## config.mk

```make
export PLATFORM = sky130hd
export DESIGN_NAME = ambient_light_lamp_controller_unit
export DESIGN_NICKNAME = d
export VERILOG_FILES = /design/src/hdl/allc_pkg.sv /design/src/hdl/allc_step.sv /design/src/hdl/ambient_light_lamp_controller_unit.sv
export SDC_FILE = /design/constraint.sdc
export NUM_CORES = 1
export LEC_CHECK = 0
export ABC_AREA = 1
export BUFFER_PORTS_ARGS = -buffer_cell sky130_fd_sc_hd__buf_4
export CAP_MARGIN = 25
export CORE_MARGIN = 1.5
export CORE_UTILIZATION = 40
export DETAILED_ROUTE_END_ITERATION = 10
export GPL_TIMING_DRIVEN = 0
export HOLD_SLACK_MARGIN = 0.02
export SLEW_MARGIN = 20
export SYNTH_ARGS = -nofsm -noshare
export SYNTH_HDL_FRONTEND = slang
export SYNTH_SLANG_ARGS = --single-unit
```

## constraint.sdc

```tcl
create_clock -name clk -period 5.5 [get_ports clk]
set_clock_uncertainty 0.1 [all_clocks]
set_input_delay 0.825 -clock clk [delete_from_list [all_inputs] [get_ports clk]]
set_output_delay 0.825 -clock clk [all_outputs]
set_load 0.005 [all_outputs]
```

## src/hdl/allc_pkg.sv

```systemverilog
// Package for the ambient light lamp controller.
// Holds register codes, reset values and the state, config and result types.
// No dependencies.
package allc_pkg;

  localparam logic OP_CHECK = 1'b0;
  localparam logic OP_TICK  = 1'b1;

  localparam logic [7:0]  INDOOR_FULL  = 8'd255;
  localparam int unsigned OUTDOOR_GAIN = 7;

  typedef enum logic [2:0] {
    REG_INDOOR_LOW   = 3'd0,
    REG_INDOOR_HIGH  = 3'd1,
    REG_OUTDOOR_LOW  = 3'd2,
    REG_OUTDOOR_HIGH = 3'd3,
    REG_LEVEL_MIN    = 3'd4,
    REG_LEVEL_MAX    = 3'd5,
    REG_OFF_DELAY    = 3'd6,
    REG_LAMPS_ENABLE = 3'd7
  } cfg_idx_t;

  typedef struct packed {
    logic [7:0] indoor_low;
    logic [7:0] indoor_high;
    logic [7:0] outdoor_low;
    logic [7:0] outdoor_high;
    logic [7:0] level_min;
    logic [7:0] level_max;
    logic [7:0] off_delay_ticks;
    logic       lamps_enable;
  } cfg_t;

  localparam cfg_t CFG_RESET = '{
    indoor_low:      8'd0,
    indoor_high:     8'd8,
    outdoor_low:     8'd4,
    outdoor_high:    8'd20,
    level_min:       8'd5,
    level_max:       8'd40,
    off_delay_ticks: 8'd10,
    lamps_enable:    1'b1
  };

  typedef struct packed {
    logic [7:0] outdoor_level;
    logic [7:0] outdoor_countdown;
    logic       indoor_lit;
    logic [7:0] indoor_countdown;
    logic       timer_on;
  } lamp_state_t;

  typedef struct packed {
    logic        handled;
    logic        outdoor_send;
    logic [10:0] outdoor_drive;
    logic        indoor_send;
    logic [7:0]  indoor_drive;
    logic        tick_running;
  } result_t;

  function automatic logic [7:0] calc_level(input logic [7:0] s, input logic [7:0] lmin,
                                            input logic [7:0] lmax);
    logic [7:0] v;
    v = s + lmin;
    if (v < lmin) v = lmin;
    if (v > lmax) v = lmax;
    return v;
  endfunction

endpackage

```

## src/hdl/allc_step.sv

```systemverilog
// Next-state and result logic for one beat of the lamp controller.
// Depends on allc_pkg.
module allc_step (
  input  logic                 op,
  input  logic [7:0]           sample,
  input  allc_pkg::cfg_t       cfg,
  input  allc_pkg::lamp_state_t st,
  output allc_pkg::lamp_state_t st_nxt,
  output allc_pkg::result_t    res
);
  import allc_pkg::*;

  logic       in_indoor;
  logic       out_drop;
  logic       in_drop;
  logic [7:0] lvl_s;
  logic [7:0] ocnt_dec;
  logic [7:0] icnt_dec;
  logic       handled;
  logic       osend;
  logic       isend;
  logic [10:0] level_x8;

  assign in_indoor = (sample >= cfg.indoor_low) && (sample <= cfg.indoor_high);
  assign lvl_s     = calc_level(sample, cfg.level_min, cfg.level_max);
  assign out_drop  = ({1'b0, sample} > ({1'b0, cfg.outdoor_high} + 9'd1)) ||
                     !cfg.lamps_enable ||
                     (({1'b0, sample} + 9'd1) < {1'b0, cfg.outdoor_low});
  assign in_drop   = !in_indoor || !cfg.lamps_enable;
  assign ocnt_dec  = (st.outdoor_countdown != 8'd0) ? st.outdoor_countdown - 8'd1 : 8'd0;
  assign icnt_dec  = (st.indoor_countdown != 8'd0) ? st.indoor_countdown - 8'd1 : 8'd0;

  always_comb begin
    st_nxt  = st;
    handled = 1'b1;
    osend   = 1'b0;
    isend   = 1'b0;
    if (op == OP_CHECK) begin
      if (st.outdoor_level == 8'd0 && sample > cfg.outdoor_low &&
          sample < cfg.outdoor_high && cfg.lamps_enable) begin
        st_nxt.outdoor_level     = lvl_s;
        st_nxt.outdoor_countdown = cfg.off_delay_ticks;
        st_nxt.timer_on          = 1'b1;
        osend                    = 1'b1;
      end
      if (!st.indoor_lit && in_indoor && cfg.lamps_enable) begin
        st_nxt.indoor_lit       = 1'b1;
        st_nxt.indoor_countdown = cfg.off_delay_ticks;
        st_nxt.timer_on         = 1'b1;
        isend                   = 1'b1;
      end
    end else if (!st.timer_on) begin
      handled = 1'b0;
    end else begin
      if (out_drop) begin
        st_nxt.outdoor_countdown = ocnt_dec;
        if (ocnt_dec == 8'd0) st_nxt.outdoor_level = 8'd0;
      end else begin
        st_nxt.outdoor_countdown = cfg.off_delay_ticks;
      end
      if (in_drop) begin
        st_nxt.indoor_countdown = icnt_dec;
        if (icnt_dec == 8'd0) st_nxt.indoor_lit = 1'b0;
      end else begin
        st_nxt.indoor_countdown = cfg.off_delay_ticks;
      end
      isend = !st_nxt.indoor_lit;
      if (st_nxt.outdoor_level != 8'd0) st_nxt.outdoor_level = lvl_s;
      osend = 1'b1;
      st_nxt.timer_on = (st_nxt.outdoor_level != 8'd0) || st_nxt.indoor_lit;
    end
  end

  // drive = level * 7
  assign level_x8 = {st_nxt.outdoor_level, 3'b000};

  always_comb begin
    res.handled       = handled;
    res.outdoor_send  = osend;
    res.outdoor_drive = level_x8 - {3'b000, st_nxt.outdoor_level};
    res.indoor_send   = isend;
    res.indoor_drive  = st_nxt.indoor_lit ? INDOOR_FULL : 8'd0;
    res.tick_running  = st_nxt.timer_on;
  end

endmodule

```

## src/hdl/ambient_light_lamp_controller_unit.sv

```systemverilog
// Top level of the ambient light lamp controller: config registers,
// input register, lamp state and result register. Depends on allc_pkg, allc_step.
//
//   channel | direction | beat
//   in_     | sink      | operation, light_level
//   out_    | source    | handled, sends, drives, tick_running
//   cfg_    | sink      | register index, write data
//
// One beat per cycle while the receiver holds out_ready high; each beat passes through
// the input register and then the result register.
// Lamp state is updated as a beat moves from the input register to the result register.
// A stalled result holds the input register; in_ready falls only when both are full.
// Synchronous active-low reset clears config to defaults, lamp state and valids.
module ambient_light_lamp_controller_unit (
  input  logic        clk,
  input  logic        rst_n,
  input  logic        in_valid,
  output logic        in_ready,
  input  logic        in_operation,
  input  logic [7:0]  in_light_level,
  output logic        out_valid,
  input  logic        out_ready,
  output logic        out_handled,
  output logic        out_outdoor_send,
  output logic [10:0] out_outdoor_drive,
  output logic        out_indoor_send,
  output logic [7:0]  out_indoor_drive,
  output logic        out_tick_running,
  input  logic        cfg_valid,
  output logic        cfg_ready,
  input  logic [2:0]  cfg_index,
  input  logic [7:0]  cfg_data
);
  import allc_pkg::*;

  cfg_t        cfg_r;
  lamp_state_t st_r;
  lamp_state_t st_nxt;
  result_t     res_nxt;
  result_t     res_r;
  logic        s1_valid_r;
  logic        s1_op_r;
  logic [7:0]  s1_level_r;
  logic        out_valid_r;
  logic        s1_advance;

  assign cfg_ready  = 1'b1;
  assign s1_advance = s1_valid_r && (!out_valid_r || out_ready);
  assign in_ready   = !s1_valid_r || s1_advance;

  always_ff @(posedge clk) begin
    if (!rst_n) begin
      cfg_r <= CFG_RESET;
    end else if (cfg_valid) begin
      case (cfg_idx_t'(cfg_index))
        REG_INDOOR_LOW:   cfg_r.indoor_low      <= cfg_data;
        REG_INDOOR_HIGH:  cfg_r.indoor_high     <= cfg_data;
        REG_OUTDOOR_LOW:  cfg_r.outdoor_low     <= cfg_data;
        REG_OUTDOOR_HIGH: cfg_r.outdoor_high    <= cfg_data;
        REG_LEVEL_MIN:    cfg_r.level_min       <= cfg_data;
        REG_LEVEL_MAX:    cfg_r.level_max       <= cfg_data;
        REG_OFF_DELAY:    cfg_r.off_delay_ticks <= cfg_data;
        REG_LAMPS_ENABLE: cfg_r.lamps_enable    <= cfg_data[0];
        default: begin
        end
      endcase
    end
  end

  always_ff @(posedge clk) begin
    if (!rst_n) begin
      s1_valid_r <= 1'b0;
    end else if (in_ready) begin
      s1_valid_r <= in_valid;
    end
  end

  always_ff @(posedge clk) begin
    if (in_ready && in_valid) begin
      s1_op_r    <= in_operation;
      s1_level_r <= in_light_level;
    end
  end

  allc_step u_step (
    .op     (s1_op_r),
    .sample (s1_level_r),
    .cfg    (cfg_r),
    .st     (st_r),
    .st_nxt (st_nxt),
    .res    (res_nxt)
  );

  always_ff @(posedge clk) begin
    if (!rst_n) begin
      st_r        <= '0;
      out_valid_r <= 1'b0;
    end else begin
      if (s1_advance) begin
        st_r <= st_nxt;
      end
      if (s1_advance) begin
        out_valid_r <= 1'b1;
      end else if (out_ready) begin
        out_valid_r <= 1'b0;
      end
    end
  end

  always_ff @(posedge clk) begin
    if (s1_advance) begin
      res_r <= res_nxt;
    end
  end

  assign out_valid         = out_valid_r;
  assign out_handled       = res_r.handled;
  assign out_outdoor_send  = res_r.outdoor_send;
  assign out_outdoor_drive = res_r.outdoor_drive;
  assign out_indoor_send   = res_r.indoor_send;
  assign out_indoor_drive  = res_r.indoor_drive;
  assign out_tick_running  = res_r.tick_running;

  a_stopped_lamps_off : assert property (@(posedge clk) disable iff (!rst_n)
    !st_r.timer_on |-> (st_r.outdoor_level == 8'd0) && !st_r.indoor_lit)
    else $error("timer stopped with a lamp on");

  a_unhandled_no_send : assert property (@(posedge clk) disable iff (!rst_n)
    out_valid_r && !res_r.handled |-> !res_r.outdoor_send && !res_r.indoor_send)
    else $error("send on an unhandled beat");

  a_stopped_drive_zero : assert property (@(posedge clk) disable iff (!rst_n)
    out_valid_r && !res_r.tick_running |->
      (res_r.outdoor_drive == 11'd0) && (res_r.indoor_drive == 8'd0))
    else $error("nonzero drive with tick stopped");

  a_state_tracks_result : assert property (@(posedge clk) disable iff (!rst_n)
    s1_advance |=> res_r.tick_running == st_r.timer_on)
    else $error("result tick state differs from lamp state");

  a_stall_only_full : assert property (@(posedge clk) disable iff (!rst_n)
    !in_ready |-> s1_valid_r && out_valid_r && !out_ready)
    else $error("input stalled without a full pipe");

endmodule

```

==> metrics.md <==
| Metric | Value |
|---|---|
| DR top layer | met4 |
| Final Cell Area | a little over 9000 µm² |
| Metal3 WL | 665 µm |
| CP Class | reg -> reg |
| Pwr/cell area | between 200 and 300 nW/µm² |
| Metal-1 WL | 10300 µm |
| Cell-internal power | approximately 1.6 mW |
| Htree depth | 3 |
| Slowest Stage Delay on Critical Path | approximately 0.39 ns |
| Post-synth net total | between 1000 and 1500 |
| Worst EP arrival | about 5.2 ns |
| Post-Syn Area | ~8000 µm² |
| Pre-CTS WS | -0.605 ns |
| Final #Nets | 1274 |
| Syn Inst Count | 1090 |
| WL/cell | around 15 µm |
| FFs w/ async S/R, synth | 0% |
| CTS Sinks | 110 |
| Primary FF master, synth | dfxtp_1 |
| Num ports | between 50 and 60 |
| MaxCap Viol Count | 0 |
| Fin cells | between 1000 and 1500 |
| Post-DP HPWL | approximately 16000 µm |
| Reg clk slew, reported paths | approximately 0.08 ns |
| Worst EP required | 5.52 ns |
| Final min period | 5.22 ns |
| YS warnings | 0 |
| Cell Area, Placed | between 8000 and 9000 µm² |
| Total wire length | roughly 21000 µm |
| First-pass GRT wire length | about 34000 µm |
| Fraction of final layout cells sized beyond drive strength 1 | between 10% and 20% |
| Crit end category | flip-flop |
| Max IR drop VDD | 0.164 mV |
| Die area | 20300 µm² |
| Gr usage total | ~21% |
| Residual DRC | 0 |
| DIE WIDTH | roughly 140 µm |
| Worst min path class | reg -> reg |
| Distinct cells, synth | 51 |
| ANT cells | 0 |
| Initial antenna violation count | 0 |
| Setup ws final | ~0.28 ns |
| Part of the power in registers | 36.5% |
| CP max stage cell | edfxtp_1 |
| Most common library cell in the layout ignoring fill and taps | nand2_1 |
| Crit share post-route | between 90 and 100% |
| Die Y | about 140 µm |
| ANT nets after route | 0 |
| Vias post-DR | between 7000 and 8000 |
| Status | finished, final reports clean |
| Final core utilization | just under 50% |
| Starting Density | between 40 and 50% |
| DR vias/cell | 5.00 |
| CP most frequent cell | nand2_2 |
| Site Rows | 50 |
| Least-Margin Pin Slew | between 0.8 and 0.9 ns |
| GR Overflow Total | 0 |
| Number of enable flip-flop cells after synthesis | 25 |
| CP Launch Type | flip-flop |
| Most frequent cells in the layout | nand2_1 (184), inv_1 (160), a21oi_1 (94), o21ai_0 (92), nor2_1 (86) |
| Finish-stage setup viols | 0 |
| DR iter-0 viols | around 460 |
| Vias in the first global route | around 6600 |
| Root Buffer | clkbuf_16 |
| Slew Viols, Final | 0 |
| Hold buffer count at cts | 0 |
| CP max FO | 5 |
| DRT Pass-1 Iters | 4 |
| Max Root-Sink Buffers | 2 |
| Net Sw Power | between 0.9 and 1 mW |
| Clk_lat worst skew | between 0.3 and 0.4 ns |
| Synthesized area per cell | 7.15 µm² |
| Combinational Power Share | between 30% and 40% |
| Sequential cell area fraction in the yosys report | 31.5% |
| Hold Fails Final Rpt | 0 |
| Routability cong. | just under 0.9 |
| Synth-to-Final Area Change | 18.2% |
| CTS buffer count | 9 |
| PortBufs | 47 |
| CTS tree | yes |
| Switch share | between 30% and 40% |
| Flops & latches, synth | 110 |
| Met2 Routed Length | slightly below 10000 µm |
| Max Freq | 0.191 GHz |
| Clock share of power | between 20% and 30% |
| Leak | 4.17 nW |
| Slew margin rel. | a little over two fifths |
| Largest net degree at the start of global routing | 25 |
| Placed Cells | roughly 1400 |
| Core Area | about 19000 µm² |
worst paths after layout:
check                              startpoint              endpoint  slack [ns]  depth (start not counted)
worst max-delay path            s1_level_r[0]  out_outdoor_drive[6]        0.28                         35
worst min-delay path                cfg_r[50]             cfg_r[50]        0.36                          2
worst max register to register  s1_level_r[0]  out_outdoor_drive[6]        0.28                         35
worst min register to register      cfg_r[50]             cfg_r[50]        0.36                          2
cells by family (layout without fill, tap and decap cells):
kind of cell             Yosys count  in the layout  share of synthesized area, %
AND/OR/NAND/NOR                  402            402                          23.3
AO/OA/AOI/OAI                    260            260                          18.6
buffers and inverters            214            297                          11.0
flip-flops                       110            110                          31.5
adder cells (fa/ha/maj)           81             81                          13.1
XOR/XNOR                          22             22                          2.47
other                              1              1                        0.0481
area by class of cell:
class / count / area (µm²)
Fill cell: 1915 / 9680
Multi-Input combinational cell: 766 / 4780
Sequential cell: 110 / 2450
Inverter: 178 / 677
Timing Repair Buffer: 67 / 507
Tap cell: 260 / 325
Clock buffer: 9 / 225
Buffer: 36 / 190
Clock inverter: 7 / 55.1
Yosys cell counts (3+ instances only):
| cell type | instances | area share (%) |
|---|---|---|
| a211oi_1 | 7 | 0.67 |
| a21oi_1 | 100 | 6.4 |
| a221oi_1 | 3 | 0.34 |
| a31oi_1 | 13 | 1.0 |
| and2_1 | 3 | 0.24 |
| buf_2 | 3 | 0.19 |
| buf_4 | 8 | 0.77 |
| clkbuf_1 | 23 | 1.1 |
| clkinv_1 | 3 | 0.14 |
| dfxtp_1 | 85 | 22 |
| edfxtp_1 | 25 | 9.6 |
| ha_1 | 80 | 13 |
| inv_1 | 167 | 8.0 |
| inv_2 | 7 | 0.34 |
| nand2_1 | 191 | 9.2 |
| nand2_2 | 16 | 1.3 |
| nand2_4 | 5 | 0.72 |
| nand3_1 | 43 | 2.8 |
| nand3_2 | 3 | 0.39 |
| nand3b_1 | 4 | 0.39 |
| nand4_1 | 22 | 1.8 |
| nor2_1 | 88 | 4.2 |
| nor2_2 | 7 | 0.56 |
| nor3_1 | 11 | 0.71 |
| o211ai_1 | 10 | 0.96 |
| o21ai_0 | 100 | 6.4 |
| o21ai_1 | 8 | 0.51 |
| xnor2_1 | 7 | 0.79 |
| xor2_1 | 15 | 1.7 |
per-layer routing:
metal	global-route usage, %	vias up
met2	34.3	99
met5	0	-
met3	3.67	30
met4	6.35	0
met1	29.7	3273
li1	-	3770
repair_timing:
action	4_1_cts	5_1_grt
setup endpoints to repair	8	10
setup buffers	7	11
cloned	0	2
resized for setup	11	64
pin swaps	2	21
state kept, by name, summed over array words and instances, names as in the netlist:
name / cells
cfg_r: 57
out_handled: 1
out_indoor_drive: 1
out_indoor_send: 1
out_outdoor_drive: 11
out_outdoor_send: 1
out_tick_running: 1
out_valid: 1
s1_level_r: 8
s1_op_r: 1
s1_valid_r: 1
st_r: 26
critical path, delay by kind of cell, from the launching register on:
family	cells	cell delay [ns]
XOR/XNOR	2	0.28
buffers and inverters	7	0.60
AO/OA/AOI/OAI	10	1.22
AND/OR/NAND/NOR	11	1.08
adder cells (fa/ha/maj)	5	1.29
flip-flops	1	0.39
power groups by stage:
stage | sequential [mW] | clock, mW | combinational, mW
6_report | 0.911 | 0.654 | 0.929
5_1_grt | 0.917 | 0.697 | 1.05
4_1_cts | 0.910 | 0.668 | 0.795
3_5_place_dp | 0.936 | 0 | 0.767
3_3_place_gp | 0.936 | 0 | 0.763
2_1_floorplan | 0.925 | 0 | 0.570
stage by stage:
| stage | hold slack (ns) | power (mW) | setup TNS [ns] |
|---|---|---|---|
| finish | 0.363 | 2.49 | 0 |
| CTS | 0.364 | 2.37 | 0 |
| global route | 0.385 | 2.66 | -0.359 |
| detailed placement | 0.353 | 1.70 | -3.51 |
| floorplan | 0.335 | 1.50 | 0 |
| global placement | 0.351 | 1.70 | -3.70 |
No activity file was read; power rests on OpenSTA's default activity.
